--- src/sv/wcms_pkg.sv ---
// package: shared types, codes and reset constants for the wire clamp motor sequencer
`default_nettype none
package wcms_pkg;

    localparam int COUNTER_BITS_DEF = 16;

    localparam int TIMER_W = 16;
    localparam int DUTY_W  = 7;
    localparam int IDX_W   = 3;
    localparam int DATA_W  = 16;
    localparam int OP_W    = 3;
    localparam int MODE_W  = 2;

    localparam logic [TIMER_W-1:0] DEBOUNCE_TICKS_RST = 16'd1000;
    localparam logic [TIMER_W-1:0] MOTOR_TICKS_RST    = 16'd2800;
    localparam logic [TIMER_W-1:0] ENCODER_LIMIT_RST  = 16'd2400;
    localparam logic [DUTY_W-1:0]  MOTOR_DUTY_RST     = 7'd50;
    localparam logic               BEACON_LEVEL_RST   = 1'b0;
    localparam logic [DUTY_W-1:0]  DUTY_MAX           = 7'd100;

    typedef enum logic [OP_W-1:0] {
        OP_TICK      = 3'd0,
        OP_CABLE     = 3'd1,
        OP_ENCODER   = 3'd2,
        OP_ENGAGE    = 3'd3,
        OP_DISENGAGE = 3'd4
    } t_op;

    typedef enum logic [MODE_W-1:0] {
        MODE_OPEN        = 2'd0,
        MODE_DEBOUNCING  = 2'd1,
        MODE_CLOSED      = 2'd2,
        MODE_DISENGAGING = 2'd3
    } t_mode;

    typedef enum logic [3:0] {
        ST_OPEN        = 4'b0001,
        ST_DEBOUNCING  = 4'b0010,
        ST_CLOSED      = 4'b0100,
        ST_DISENGAGING = 4'b1000
    } t_state;

    typedef enum logic [IDX_W-1:0] {
        CFG_DEBOUNCE_TICKS = 3'd0,
        CFG_MOTOR_TICKS    = 3'd1,
        CFG_ENCODER_LIMIT  = 3'd2,
        CFG_MOTOR_DUTY     = 3'd3,
        CFG_BEACON_LEVEL   = 3'd4
    } t_cfg_idx;

    typedef struct packed {
        logic [TIMER_W-1:0] debounce_ticks;
        logic [TIMER_W-1:0] motor_ticks;
        logic [TIMER_W-1:0] encoder_limit;
        logic [DUTY_W-1:0]  motor_duty;
        logic               beacon_level;
    } t_cfg;

    typedef struct packed {
        t_mode             mode;
        logic [DUTY_W-1:0] motor_duty_out;
        logic              motor_reverse;
        logic              magnet_on;
        logic              beacon_on;
    } t_status;

endpackage
`default_nettype wire

--- src/sv/wcms_if.sv ---
// interfaces: request, result and register write channels
`default_nettype none
interface wcms_req_if import wcms_pkg::*; ();
    logic            valid;
    logic            ready;
    logic [OP_W-1:0] operation;
    logic            pin_level;
    modport source (output valid, output operation, output pin_level, input ready);
    modport sink   (input valid, input operation, input pin_level, output ready);
endinterface

interface wcms_rsp_if import wcms_pkg::*; ();
    logic              valid;
    logic              ready;
    logic [MODE_W-1:0] mode;
    logic [DUTY_W-1:0] motor_duty_out;
    logic              motor_reverse;
    logic              magnet_on;
    logic              beacon_on;
    modport source (output valid, output mode, output motor_duty_out, output motor_reverse,
                    output magnet_on, output beacon_on, input ready);
    modport sink   (input valid, input mode, input motor_duty_out, input motor_reverse,
                    input magnet_on, input beacon_on, output ready);
endinterface

interface wcms_cfg_if import wcms_pkg::*; ();
    logic              valid;
    logic              ready;
    logic [IDX_W-1:0]  index;
    logic [DATA_W-1:0] data;
    modport source (output valid, output index, output data, input ready);
    modport sink   (input valid, input index, input data, output ready);
endinterface
`default_nettype wire

--- src/sv/wcms_cfg.sv ---
// register file for the sequencer settings
`default_nettype none
module wcms_cfg import wcms_pkg::*; (
    input  wire logic              i_clk,
    input  wire logic              i_rst_n,
    input  wire logic              i_wr_valid,
    input  wire logic [IDX_W-1:0]  i_wr_index,
    input  wire logic [DATA_W-1:0] i_wr_data,
    output t_cfg                   o_cfg
);

    t_cfg r_cfg;
    t_cfg n_cfg;

    always_comb begin
        n_cfg = r_cfg;
        if (i_wr_valid) begin
            case (t_cfg_idx'(i_wr_index))
                CFG_DEBOUNCE_TICKS: n_cfg.debounce_ticks = i_wr_data[TIMER_W-1:0];
                CFG_MOTOR_TICKS:    n_cfg.motor_ticks    = i_wr_data[TIMER_W-1:0];
                CFG_ENCODER_LIMIT:  n_cfg.encoder_limit  = i_wr_data[TIMER_W-1:0];
                CFG_MOTOR_DUTY:     n_cfg.motor_duty     = i_wr_data[DUTY_W-1:0];
                CFG_BEACON_LEVEL:   n_cfg.beacon_level   = i_wr_data[0];
                default:            n_cfg = r_cfg;
            endcase
        end
    end

    always_ff @(posedge i_clk) begin
        if (!i_rst_n) begin
            r_cfg.debounce_ticks <= DEBOUNCE_TICKS_RST;
            r_cfg.motor_ticks    <= MOTOR_TICKS_RST;
            r_cfg.encoder_limit  <= ENCODER_LIMIT_RST;
            r_cfg.motor_duty     <= MOTOR_DUTY_RST;
            r_cfg.beacon_level   <= BEACON_LEVEL_RST;
        end else begin
            r_cfg <= n_cfg;
        end
    end

    assign o_cfg = r_cfg;

endmodule
`default_nettype wire

--- src/sv/wcms_core.sv ---
// clamp state machine, timers and encoder counter with next-state logic
`default_nettype none
module wcms_core import wcms_pkg::*; #(
    parameter int COUNTER_BITS = COUNTER_BITS_DEF
) (
    input  wire logic            i_clk,
    input  wire logic            i_rst_n,
    input  wire logic            i_fire,
    input  wire logic [OP_W-1:0] i_operation,
    input  wire logic            i_pin_level,
    input  t_cfg                 i_cfg,
    output t_status              o_status
);

    localparam int CMP_W = (COUNTER_BITS > TIMER_W) ? COUNTER_BITS : TIMER_W;

    t_state                  r_state,     n_state;
    logic [COUNTER_BITS-1:0] r_enc,       n_enc;
    logic [TIMER_W-1:0]      r_db_left,   n_db_left;
    logic                    r_db_act,    n_db_act;
    logic [TIMER_W-1:0]      r_mt_left,   n_mt_left;
    logic                    r_mt_act,    n_mt_act;
    logic                    r_next_rev,  n_next_rev;
    logic                    r_run,       n_run;
    logic                    r_dir,       n_dir;
    logic                    r_magnet,    n_magnet;
    logic                    r_beacon,    n_beacon;

    logic [TIMER_W-1:0]      db_load;
    logic [TIMER_W-1:0]      mt_load;
    logic [COUNTER_BITS-1:0] enc_inc;
    logic                    enc_over;
    logic                    mt_exp;
    logic                    db_exp;
    logic                    start;

    // zero load behaves as one
    assign db_load  = (i_cfg.debounce_ticks == '0) ? TIMER_W'(1) : i_cfg.debounce_ticks;
    assign mt_load  = (i_cfg.motor_ticks == '0) ? TIMER_W'(1) : i_cfg.motor_ticks;
    assign enc_inc  = (r_enc == '1) ? r_enc : r_enc + COUNTER_BITS'(1);
    assign enc_over = CMP_W'(enc_inc) > CMP_W'(i_cfg.encoder_limit);
    assign mt_exp   = r_mt_act && (r_mt_left <= TIMER_W'(1));
    assign db_exp   = r_db_act && (r_db_left <= TIMER_W'(1));

    always_comb begin
        n_state    = r_state;
        n_enc      = r_enc;
        n_db_left  = r_db_left;
        n_db_act   = r_db_act;
        n_mt_left  = r_mt_left;
        n_mt_act   = r_mt_act;
        n_next_rev = r_next_rev;
        n_run      = r_run;
        n_dir      = r_dir;
        n_magnet   = r_magnet;
        n_beacon   = r_beacon;
        start      = 1'b0;

        case (t_op'(i_operation))
            OP_TICK: begin
                if (r_mt_act) begin
                    n_mt_left = (r_mt_left == '0) ? '0 : r_mt_left - TIMER_W'(1);
                    n_mt_act  = !mt_exp;
                end
                if (r_db_act) begin
                    n_db_left = (r_db_left == '0) ? '0 : r_db_left - TIMER_W'(1);
                    n_db_act  = !db_exp;
                end
                // motor expiry is ignored while debouncing
                if (mt_exp && r_state != ST_DEBOUNCING) begin
                    n_run = 1'b0;
                    n_dir = 1'b0;
                    if (r_state == ST_CLOSED) begin
                        n_magnet = 1'b0;
                    end else if (r_state == ST_DISENGAGING) begin
                        n_magnet = 1'b1;
                    end
                end
                if (db_exp && r_state == ST_DEBOUNCING) begin
                    n_state  = ST_CLOSED;
                    start    = 1'b1;
                    n_magnet = 1'b0;
                    n_beacon = 1'b0;
                end
            end
            OP_CABLE: begin
                // level equal to the beacon level is a false alarm
                if (i_pin_level != i_cfg.beacon_level) begin
                    if (r_state == ST_OPEN) begin
                        n_db_left = db_load;
                        n_db_act  = 1'b1;
                        n_state   = ST_DEBOUNCING;
                    end else if (r_state == ST_DEBOUNCING || r_state == ST_DISENGAGING) begin
                        n_state = ST_OPEN;
                    end
                end
            end
            OP_ENCODER: begin
                n_enc = enc_inc;
                if (r_state != ST_DEBOUNCING && enc_over) begin
                    n_run    = 1'b0;
                    n_dir    = 1'b0;
                    n_mt_act = 1'b0;
                    if (r_state == ST_CLOSED) begin
                        n_enc    = '0;
                        n_magnet = 1'b0;
                    end else if (r_state == ST_DISENGAGING) begin
                        n_magnet = 1'b1;
                    end
                end
            end
            OP_ENGAGE: begin
                // re-engage closes at once
                if (r_state == ST_DISENGAGING) begin
                    n_state  = ST_CLOSED;
                    start    = 1'b1;
                    n_magnet = 1'b0;
                    n_beacon = 1'b0;
                end
            end
            OP_DISENGAGE: begin
                if (r_state == ST_CLOSED) begin
                    n_state  = ST_DISENGAGING;
                    start    = 1'b1;
                    n_beacon = 1'b1;
                end
            end
            default: begin
                n_state = r_state;
            end
        endcase

        if (start) begin
            n_dir      = r_next_rev;
            n_next_rev = !r_next_rev;
            n_run      = 1'b1;
            n_enc      = '0;
            n_mt_left  = mt_load;
            n_mt_act   = 1'b1;
        end
    end

    always_ff @(posedge i_clk) begin
        if (!i_rst_n) begin
            r_state    <= ST_OPEN;
            r_enc      <= '0;
            r_db_left  <= '0;
            r_db_act   <= 1'b0;
            r_mt_left  <= '0;
            r_mt_act   <= 1'b0;
            r_next_rev <= 1'b1;
            r_run      <= 1'b0;
            r_dir      <= 1'b0;
            r_magnet   <= 1'b1;
            r_beacon   <= 1'b1;
        end else if (i_fire) begin
            r_state    <= n_state;
            r_enc      <= n_enc;
            r_db_left  <= n_db_left;
            r_db_act   <= n_db_act;
            r_mt_left  <= n_mt_left;
            r_mt_act   <= n_mt_act;
            r_next_rev <= n_next_rev;
            r_run      <= n_run;
            r_dir      <= n_dir;
            r_magnet   <= n_magnet;
            r_beacon   <= n_beacon;
        end
    end

    always_comb begin
        case (n_state)
            ST_OPEN:        o_status.mode = MODE_OPEN;
            ST_DEBOUNCING:  o_status.mode = MODE_DEBOUNCING;
            ST_CLOSED:      o_status.mode = MODE_CLOSED;
            ST_DISENGAGING: o_status.mode = MODE_DISENGAGING;
            default:        o_status.mode = MODE_OPEN;
        endcase
        if (!n_run) begin
            o_status.motor_duty_out = '0;
        end else if (i_cfg.motor_duty > DUTY_MAX) begin
            o_status.motor_duty_out = DUTY_MAX;
        end else begin
            o_status.motor_duty_out = i_cfg.motor_duty;
        end
        o_status.motor_reverse = n_dir;
        o_status.magnet_on     = n_magnet;
        o_status.beacon_on     = n_beacon;
    end

endmodule
`default_nettype wire

--- src/sv/wire_clamp_motor_sequencer_top.sv ---
// top level: request register, sequencer core, result register and settings
`default_nettype none
// Wire clamp motor sequencer. Each request is one event (millisecond tick, cable
// pin edge, encoder edge, engage, disengage) and yields exactly one status result
// (mode, motor duty, direction, magnet and beacon drive). A request is taken into
// an input register, evaluated against the clamp state by one pass of next-state
// logic, and the status lands in the result register when the request fires.
// Throughput is one request per clock while o_rsp.ready holds: the state update
// and the result register load happen at the same edge, so the following request
// already sees the new state. Requests keep flowing while a result waits, as
// long as the result register is being drained; i_req.ready follows o_rsp.ready
// combinationally through the two stages. Settings are written through i_cfg
// (always ready) and must only change while no request is in flight.
// COUNTER_BITS sets the width of the saturating encoder counter.
module wire_clamp_motor_sequencer_top import wcms_pkg::*; #(
    parameter int COUNTER_BITS = COUNTER_BITS_DEF
) (
    input  wire logic   i_clk,
    input  wire logic   i_rst_n,
    wcms_cfg_if.sink    i_cfg,
    wcms_req_if.sink    i_req,
    wcms_rsp_if.source  o_rsp
);

    // input stage
    logic            r_in_valid;
    logic [OP_W-1:0] r_op;
    logic            r_pin;

    // result stage
    logic            r_out_valid;
    t_status         r_status;

    t_cfg            cfg;
    t_status         status;
    logic            advance;   // result register can take a new status
    logic            fire;      // request in input stage is evaluated this cycle

    assign advance     = !r_out_valid || o_rsp.ready;
    assign fire        = r_in_valid && advance;
    assign i_req.ready = !r_in_valid || advance;
    assign i_cfg.ready = 1'b1;

    wcms_cfg u_cfg (
        .i_clk      (i_clk),
        .i_rst_n    (i_rst_n),
        .i_wr_valid (i_cfg.valid),
        .i_wr_index (i_cfg.index),
        .i_wr_data  (i_cfg.data),
        .o_cfg      (cfg)
    );

    wcms_core #(
        .COUNTER_BITS (COUNTER_BITS)
    ) u_core (
        .i_clk       (i_clk),
        .i_rst_n     (i_rst_n),
        .i_fire      (fire),
        .i_operation (r_op),
        .i_pin_level (r_pin),
        .i_cfg       (cfg),
        .o_status    (status)
    );

    // request register
    always_ff @(posedge i_clk) begin
        if (!i_rst_n) begin
            r_in_valid <= 1'b0;
        end else if (i_req.ready) begin
            r_in_valid <= i_req.valid;
        end
    end

    always_ff @(posedge i_clk) begin
        if (i_req.valid && i_req.ready) begin
            r_op  <= i_req.operation;
            r_pin <= i_req.pin_level;
        end
    end

    // result register
    always_ff @(posedge i_clk) begin
        if (!i_rst_n) begin
            r_out_valid <= 1'b0;
        end else if (advance) begin
            r_out_valid <= r_in_valid;
        end
    end

    always_ff @(posedge i_clk) begin
        if (fire) begin
            r_status <= status;
        end
    end

    assign o_rsp.valid          = r_out_valid;
    assign o_rsp.mode           = r_status.mode;
    assign o_rsp.motor_duty_out = r_status.motor_duty_out;
    assign o_rsp.motor_reverse  = r_status.motor_reverse;
    assign o_rsp.magnet_on      = r_status.magnet_on;
    assign o_rsp.beacon_on      = r_status.beacon_on;

    // a stalled request in the input stage is neither lost nor changed
    a_in_hold: assert property (@(posedge i_clk) disable iff (!i_rst_n)
        r_in_valid && !advance |=> r_in_valid && $stable(r_op) && $stable(r_pin))
        else $error("input stage lost or changed a stalled request");

    // duty never exceeds one hundred percent
    a_duty_max: assert property (@(posedge i_clk) disable iff (!i_rst_n)
        o_rsp.valid |-> o_rsp.motor_duty_out <= DUTY_MAX)
        else $error("motor duty above maximum");

    // when closed, magnet and beacon are both off
    a_closed_off: assert property (@(posedge i_clk) disable iff (!i_rst_n)
        o_rsp.valid && o_rsp.mode == MODE_CLOSED |-> !o_rsp.magnet_on && !o_rsp.beacon_on)
        else $error("magnet or beacon on while closed");

endmodule
`default_nettype wire
--- src/flat_wrapper.sv ---
// flat-port wrapper written by rule: the top's interface ports become plain ports
module wire_clamp_motor_sequencer_top_flat import wcms_pkg::*;
#(
    parameter int COUNTER_BITS = COUNTER_BITS_DEF
)
  (i_clk, i_rst_n, i_cfg_valid, i_cfg_index, i_cfg_data, i_cfg_ready, i_req_valid, i_req_operation, i_req_pin_level, i_req_ready, o_rsp_valid, o_rsp_mode, o_rsp_motor_duty_out, o_rsp_motor_reverse, o_rsp_magnet_on, o_rsp_beacon_on, o_rsp_ready);
  wcms_cfg_if i_cfg_i ();
  wcms_req_if i_req_i ();
  wcms_rsp_if o_rsp_i ();
  input  wire logic i_clk;
  input  wire logic i_rst_n;
  input wire logic [$bits(i_cfg_i.valid)-1:0] i_cfg_valid;
  input wire logic [$bits(i_cfg_i.index)-1:0] i_cfg_index;
  input wire logic [$bits(i_cfg_i.data)-1:0] i_cfg_data;
  output wire logic [$bits(i_cfg_i.ready)-1:0] i_cfg_ready;
  input wire logic [$bits(i_req_i.valid)-1:0] i_req_valid;
  input wire logic [$bits(i_req_i.operation)-1:0] i_req_operation;
  input wire logic [$bits(i_req_i.pin_level)-1:0] i_req_pin_level;
  output wire logic [$bits(i_req_i.ready)-1:0] i_req_ready;
  output wire logic [$bits(o_rsp_i.valid)-1:0] o_rsp_valid;
  output wire logic [$bits(o_rsp_i.mode)-1:0] o_rsp_mode;
  output wire logic [$bits(o_rsp_i.motor_duty_out)-1:0] o_rsp_motor_duty_out;
  output wire logic [$bits(o_rsp_i.motor_reverse)-1:0] o_rsp_motor_reverse;
  output wire logic [$bits(o_rsp_i.magnet_on)-1:0] o_rsp_magnet_on;
  output wire logic [$bits(o_rsp_i.beacon_on)-1:0] o_rsp_beacon_on;
  input wire logic [$bits(o_rsp_i.ready)-1:0] o_rsp_ready;
  assign i_cfg_i.valid = i_cfg_valid;
  assign i_cfg_i.index = i_cfg_index;
  assign i_cfg_i.data = i_cfg_data;
  assign i_cfg_ready = i_cfg_i.ready;
  assign i_req_i.valid = i_req_valid;
  assign i_req_i.operation = i_req_operation;
  assign i_req_i.pin_level = i_req_pin_level;
  assign i_req_ready = i_req_i.ready;
  assign o_rsp_valid = o_rsp_i.valid;
  assign o_rsp_mode = o_rsp_i.mode;
  assign o_rsp_motor_duty_out = o_rsp_i.motor_duty_out;
  assign o_rsp_motor_reverse = o_rsp_i.motor_reverse;
  assign o_rsp_magnet_on = o_rsp_i.magnet_on;
  assign o_rsp_beacon_on = o_rsp_i.beacon_on;
  assign o_rsp_i.ready = o_rsp_ready;
  wire_clamp_motor_sequencer_top #(.COUNTER_BITS(COUNTER_BITS)) u_core (.i_clk(i_clk), .i_rst_n(i_rst_n), .i_cfg(i_cfg_i), .i_req(i_req_i), .o_rsp(o_rsp_i));
endmodule
--- config.mk ---
export PLATFORM = sky130hd
export DESIGN_NAME = wire_clamp_motor_sequencer_top_flat
export DESIGN_NICKNAME = d
export VERILOG_FILES = /design/src/sv/wcms_pkg.sv /design/src/sv/wcms_if.sv /design/src/sv/wcms_cfg.sv /design/src/sv/wcms_core.sv /design/src/sv/wire_clamp_motor_sequencer_top.sv /design/src/flat_wrapper.sv
export SDC_FILE = /design/constraint.sdc
export NUM_CORES = 1
export LEC_CHECK = 0
export ABC_AREA = 0
export BUFFER_PORTS_ARGS = -buffer_cell sky130_fd_sc_hd__buf_2
export CORE_MARGIN = 5
export CORE_UTILIZATION = 55
export CTS_BUF_LIST = sky130_fd_sc_hd__clkbuf_4
export CTS_CLUSTER_DIAMETER = 30
export DETAILED_ROUTE_END_ITERATION = 12
export PLACE_DENSITY = 0.76
export REMOVE_ABC_BUFFERS = 1
export SETUP_SLACK_MARGIN = 0.2
export SLEW_MARGIN = 20
export SYNTH_ARGS = -nofsm -noshare
export SYNTH_HDL_FRONTEND = slang
export SYNTH_SLANG_ARGS = --single-unit
--- constraint.sdc ---
create_clock -name i_clk -period 6.2 [get_ports i_clk]
set_input_delay 0.93 -clock i_clk [delete_from_list [all_inputs] [get_ports i_clk]]
set_output_delay 0.93 -clock i_clk [all_outputs]
set_load 0.01 [all_outputs]
[Word-level counts from Yosys, hierarchy flattened]
Cells that the tools add are included.
Storage, ports and cells
  bits of input ports: 28
  output and inout bits: 15
  bits in registers: 133
  word-level logic and storage cells: 150
Operators by class
  eq/ne operators: 22
  bitwise logic cells: 1
  mux-type cells: 56
  magnitude comparators: 4
  add/sub/neg operators: 3
  reductions and logical operators: 38
Operator list (number)
  2-to-1 mux 16 bit: 15
  zero test 16 bit: 4
  less-or-equal comparator 16 x 1 -> 1 bit (second input constant): 2
  one-hot mux 16 bit (2 select lines): 1
  subtractor 16 x 1 -> 16 bit (second input constant): 2
  2-to-1 mux 1 bit: 24
  2-to-1 mux 4 bit: 6
  adder 16 x 1 -> 16 bit (second input constant): 1
  == test 16 bit (second input constant): 1
  > comparator 16 bit: 1
  one-hot mux 4 bit (4 select lines): 1
  AND reduction 2 bit: 7
  == test 3 x 2 -> 1 bit (second input constant): 4
  one-hot mux 1 bit (3 select lines): 3
  == test 4 x 2 -> 1 bit (second input constant): 2
  == test 4 x 3 -> 1 bit (second input constant): 2
  == test 4 bit (second input constant): 2
  one-hot mux 1 bit (2 select lines): 4
  nonzero test 2 bit: 4
  > comparator 7 bit (second input constant): 1
  logical AND 1 bit: 7
  2-to-1 mux 7 bit: 1
  == test 3 x 1 -> 1 bit (second input constant): 2
  == test 3 bit (second input constant): 2
  15 further kinds: 25

[Longest topological paths before layout]
  depth after elaboration: 9
  gate-level depth with buffers: 16
  gate-level depth less buffers: 15

[By module]
Synthesis repeated with hierarchy kept, for this count alone.
Unflattened totals
  cell total of the unflattened synthesis: 861
  area, all modules: 7629.8 um^2
Modules (own cells, without submodules)
  wcms_core: cells an instance 619, times used 1, area an instance 4825.9 um^2
  wcms_cfg: cells an instance 215, times used 1, area an instance 2208.4 um^2
  wire_clamp_motor_sequencer_top: cells an instance 27, times used 1, area an instance 595.6 um^2

[Worst setup path before layout]
No wires, ideal clock.
  path kind: flip-flop to flip-flop
  start point: register u_core.u_core.r_enc[0]
  end point: register u_core.u_core.r_enc[7]
  slack: 2.621 ns
  data required time: 6.126 ns
  setup time: 0.074 ns
  clock period less this slack: 3.579 ns
  stages on the path, launching flop included: 17
  arrival time: 3.505 ns
  cell sequence: dfxtp_1 > ha_1 > nand4_1 > nor3_1 > a211o_1 > nor2_1 > nand3_1 > xnor2_1 > ha_1 > a21oi_1 > nor2_1 > a2111oi_0 > a31oi_1 > a21oi_1 > clkbuf_1 > o21ai_0 > a31oi_1
Between the ends
  word-level cells in the longest chain between the ends: 7
  elaborated cells between the ends (all ways): 9
RTL lines
  start: declaration: line wcms_core.sv:18  | logic [COUNTER_BITS-1:0] r_enc, n_enc;
  start signal: assignment: line wcms_core.sv:158  | r_enc <= n_enc;
  adder 16 x 1 -> 16 bit or == test 16 bit (tied branches): line wcms_core.sv:40  | assign enc_inc = (r_enc == '1) ? r_enc : r_enc + COUNTER_BITS'(1);
  2-to-1 mux 16 bit *: line wcms_core.sv:40
  > comparator 16 bit: line wcms_core.sv:41  | assign enc_over = CMP_W'(enc_inc) > CMP_W'(i_cfg.encoder_limit);
  logical AND 1 bit: line wcms_core.sv:100  | if (r_state != ST_DEBOUNCING && enc_over) begin
  2-to-1 mux 16 bit *: line wcms_core.sv:100
  2-to-1 mux 16 bit *: line wcms_core.sv:59  | case (t_op'(i_operation))
  2-to-1 mux 16 bit *: line wcms_core.sv:133  | if (start) begin
Every way passes the cells marked *; elsewhere a longest branch is shown, timed or not. The select of a mux whose other input is x is not followed.
A chain may end at the register's enable or synchronous reset.

[Worst setup path in the final report]
  start point: register u_core.u_core.r_enc[0]
  end point: register u_core.r_status, in the netlist u_core.o_rsp.motor_duty_out[1], data pin
Between the ends
  word-level cells in the longest chain between the ends: 9
  elaborated cells between the ends (all ways): 10
RTL lines
  adder 16 x 1 -> 16 bit or == test 16 bit (tied branches): line wcms_core.sv:40
  2-to-1 mux 16 bit *: line wcms_core.sv:40
  > comparator 16 bit *: line wcms_core.sv:41
  logical AND 1 bit *: line wcms_core.sv:100
  2-to-1 mux 1 bit *: line wcms_core.sv:100
  one-hot mux 1 bit (2 select lines) *: line wcms_core.sv:59
  2-to-1 mux 1 bit *: line wcms_core.sv:133
  inverter 1 bit (no source line) *
  OR reduction 2 bit (no source line) *
  end signal: assignment: line wire_clamp_motor_sequencer_top.sv:92  | r_status <= status;
  end: declaration: line wire_clamp_motor_sequencer_top.sv:32  | t_status r_status;
Every way passes the cells marked *; elsewhere a longest branch is shown, timed or not.

==> results.json <==
{
  "outcome": "finished, final reports clean",
  "syn2layout_area_growth_pct": 7.80,
  "crit_buf_inv": 0,
  "design.die.area_sq_mm": 0.0151,
  "dieWidth_um": 123,
  "ys_seq_area_frac": 0.404,
  "synth_top_area_share": 0.335,
  "cts_tree": "built",
  "antenna_found_initial": 0,
  "clock-sinks": 133,
  "drt-met1-wl_um": 8070,
  "setup_viol": 0,
  "r2r_end": "u_core.o_rsp.motor_duty_out[1]$_SDFFCE_PP0P_",
  "p_leak_nw": 2.95,
  "htree_levels": 4,
  "syn_inst": 876,
  "cap_violations": 0,
  "viasPerCell": 5.82,
  "cp_slowest_cell": "a31oi_1",
  "drc": 0,
  "clockRootBuffer": "clkbuf_4",
  "fmax_mhz": 235,
  "highest_layer": "met4",
  "post-cts-setup-buffers": 0,
  "r2r_setup_slack_ps": 1940,
  "syn_avg_cell_area_sq_um": 7.98,
  "reg2reg_depth": 14,
  "finalCritPeriodShare": 0.687,
  "wirelength_um": 16700,
  "max_slew_margin": 0.302,
  "async_flop_share": 0,
  "ir_worst_vdd_mv": 0.141,
  "critical-path-top-delay-family": "simple AND/OR/NAND/NOR gates",
  "holdPathEnd": "u_core.u_cfg.o_cfg[15]$_SDFFE_PN0P_",
  "grtUsageTotal": 0.230,
  "worstPathMaxFanout": 7,
  "hold_path_class": "flop to flop",
  "clock_skew_ps": 23.3,
  "clk_path_buf_depth": 2,
  "post_dp_cell_area_sq_mm": 0.00726,
  "whs_path_depth": 2,
  "nNetsFinal": 944,
  "crit_path_end_kind": "flop",
  "fin_crit_ps": 4260,
  "r2r-start": "u_core.u_core.r_enc[0]$_SDFFE_PN0P_",
  "met2WireLength_um": 7640,
  "synthTopCellsByArea": "dfxtp_1 33%, nand2_1 8.7%, edfxtp_1 6.9%, a21boi_0 4.2%, o21ai_0 3.9%",
  "overflow": 0,
  "final_cells": 1080,
  "cts-resized-gates": 0,
  "die_h_um": 123,
  "synthFlopType": "dfxtp_1",
  "worstMarginPinSlew_ps": 1040,
  "clk-insertion-delay-late_ps": 560,
  "hpwl_um": 11800,
  "cpMostUsedCell": "ha_1",
  "synth_cell_type_count": 66,
  "ys_seq_elements": 133,
  "gp_congestion": 0.903,
  "drive_gt1_frac": 0.104,
  "ys_warn_count": 0,
  "rows": 41,
  "rsz0062_at_grt": "no",
  "drt_iter0_markers": 540,
  "stdcell_area_sq_mm": 0.00754,
  "wl_met3_um": 788,
  "ios": 43,
  "firstDrtPassIters": 5,
  "synth_edf_count": 16,
  "yosysTopAreaCell": "dfxtp_1",
  "worstPathArrival_ps": 4590,
  "syn_area_sq_mm": 0.00699,
  "start_util": 0.556,
  "core_sq_mm": 0.0126,
  "grt_pass1_wl_um": 27400,
  "antenna_left": 0,
  "min_from": "u_core.u_cfg.o_cfg[15]$_SDFFE_PN0P_",
  "cts-buffers-inserted": 17,
  "power_mw": 1.63,
  "worstPathRequired_ps": 6530,
  "powerDensity_mw_per_mm2": 216,
  "cpPeakStageDelay_ps": 570,
  "vias": 6286,
  "hold_buffers": 0,
  "wire_per_inst_um": 15.5,
  "hold_violations": 0,
  "cp-start-kind": "flop",
  "slew_viol_final": 0,
  "dpl.cell_count": 1048,
  "fin_setup_tns_ps": 0,
  "diodes": 0,
  "setup.worst_path.class": "flop to flop",
  "grt_pass1_vias": 5568,
  "port_buffers": 41,
  "clkTransAtPathRegs_ps": 130,
  "crit_chain": "ha_1 > nand4_1 > nor3_1 > a211o_1 > nor2_1 > or2_2 > ha_1 > a41o_1 > a21oi_1 > or4_1 > a31oi_1 > nand3_1 > o211a_1 > and3b_1",
  "grt_max_degree": 89
}
-- cell type report --
cell class | instances | area, sq um
Fill cell | 1164 | 5030
Multi-Input combinational cell | 665 | 3860
Sequential cell | 133 | 2820
Timing Repair Buffer | 46 | 243
Tap cell | 172 | 215
Clock inverter | 15 | 154
Clock buffer | 17 | 128
Inverter | 32 | 120
-- cell families after synthesis --
kind of cell | synth area share
and+or+nand+nor | 0.267
buffers and inverters | 0.0449
other | 0.000536
xor gates and xnor gates | 0.0225
adders and majority gates | 0.0376
AOI/OAI and AO/OA | 0.220
DFF | 0.404
muxes | 0.00447
-- report_power, final --
group / internal, mW / switching (mW)
registers: 0.890 / 0.0201
logic: 0.0490 / 0.0822
clock network: 0.241 / 0.348
-- worst reg2reg max path, cell delays in order, from the launching register on --
cell	delay (ps)
dfxtp_1	460
ha_1	280
nand4_1	160
nor3_1	420
a211o_1	280
nor2_1	70
or2_2	280
ha_1	300
a41o_1	160
a21oi_1	40
or4_1	400
a31oi_1	570
nand3_1	190
o211a_1	230
and3b_1	190
-- worst max-delay path by stage --
stage | slack [ps] | from | to | cells after the start
global placement | 2090 | u_core.u_core.r_enc[0]$_SDFFE_PN0P_ | u_core.o_rsp.motor_duty_out[4]$_SDFFCE_PP0P_ | 14
finish | 1940 | u_core.u_core.r_enc[0]$_SDFFE_PN0P_ | u_core.o_rsp.motor_duty_out[1]$_SDFFCE_PP0P_ | 14
CTS | 1980 | u_core.u_core.r_enc[0]$_SDFFE_PN0P_ | u_core.o_rsp.motor_duty_out[1]$_SDFFCE_PP0P_ | 14
floorplan | 2210 | u_core.u_core.r_enc[0]$_SDFFE_PN0P_ | u_core.u_core.r_enc[7]$_SDFFE_PN0P_ | 15
global route | 1530 | u_core.u_core.r_enc[0]$_SDFFE_PN0P_ | u_core.u_core.r_enc[7]$_SDFFE_PN0P_ | 16
detailed placement | 1990 | u_core.u_core.r_enc[0]$_SDFFE_PN0P_ | u_core.o_rsp.motor_duty_out[1]$_SDFFCE_PP0P_ | 14
-- synthesized netlist by cell type, types with 7 or more instances --
master    instances
dfxtp_1         117
edfxtp_1         16
nor2_1           52
nor2b_1          12
a31oi_1          10
o211ai_1         11
ha_1             21
a22o_1            8
nand2b_1          8
and3_1            7
nand3_1          40
a21oi_1          49
xnor2_1          11
nor3_1           29
a21boi_0         39
o21ai_0          54
clkbuf_1         37
and2_1           14
nand2_1         163
nand4_1          10
a22oi_1           8
inv_1            32
xor2_1            7
nor4_1           18
-- layout by cell type (no fill, tap or decap), types with 7 or more instances in the layout --
cell type / netlist / layout
a31oi_1: 10 / 10
o21ai_0: 54 / 54
nand3_1: 40 / 40
nand2b_1: 8 / 8
o211ai_1: 11 / 11
nand2_1: 163 / 163
nor2b_1: 12 / 12
nor3_1: 29 / 29
nand4_1: 10 / 10
a22o_1: 8 / 8
and2_1: 14 / 14
clkbuf_4: 0 / 17
a21boi_0: 39 / 38
xor2_1: 7 / 7
edfxtp_1: 16 / 16
nor2_1: 52 / 52
dfxtp_1: 117 / 117
and3_1: 7 / 7
buf_2: 5 / 41
inv_1: 32 / 32
a21oi_1: 49 / 49
a22oi_1: 8 / 8
nor4_1: 18 / 18
ha_1: 21 / 21
xnor2_1: 11 / 11
-- per-layer routing --
metal,GRT usage,up-vias
met3,0.0475,19
met5,0,-
met1,0.326,2945
met4,0.0693,0
met2,0.353,151
li1,-,3171
-- per-stage QoR --
stage          worst slack [ps]  hold WS [ps]  utilization
2_1_floorplan              2210           435            -
3_3_place_gp               2090           454        0.578
3_5_place_dp               1990           460        0.578
4_1_cts                    1980           475        0.600
5_1_grt                    1530           490        0.600
6_report                   1940           475        0.600
-- flip-flops by register name, summed over array words and instances (netlist names), 2 cells and up --
register,flops
u_core.r_op,3
u_core.u_core.r_db_left,16
u_core.u_cfg.o_cfg,56
u_core.u_core.r_mt_left,16
u_core.o_rsp.motor_duty_out,7
u_core.o_rsp.mode,2
u_core.u_core.r_enc,16
u_core.u_core.r_state,4
Power figures use the tool's default switching activity.
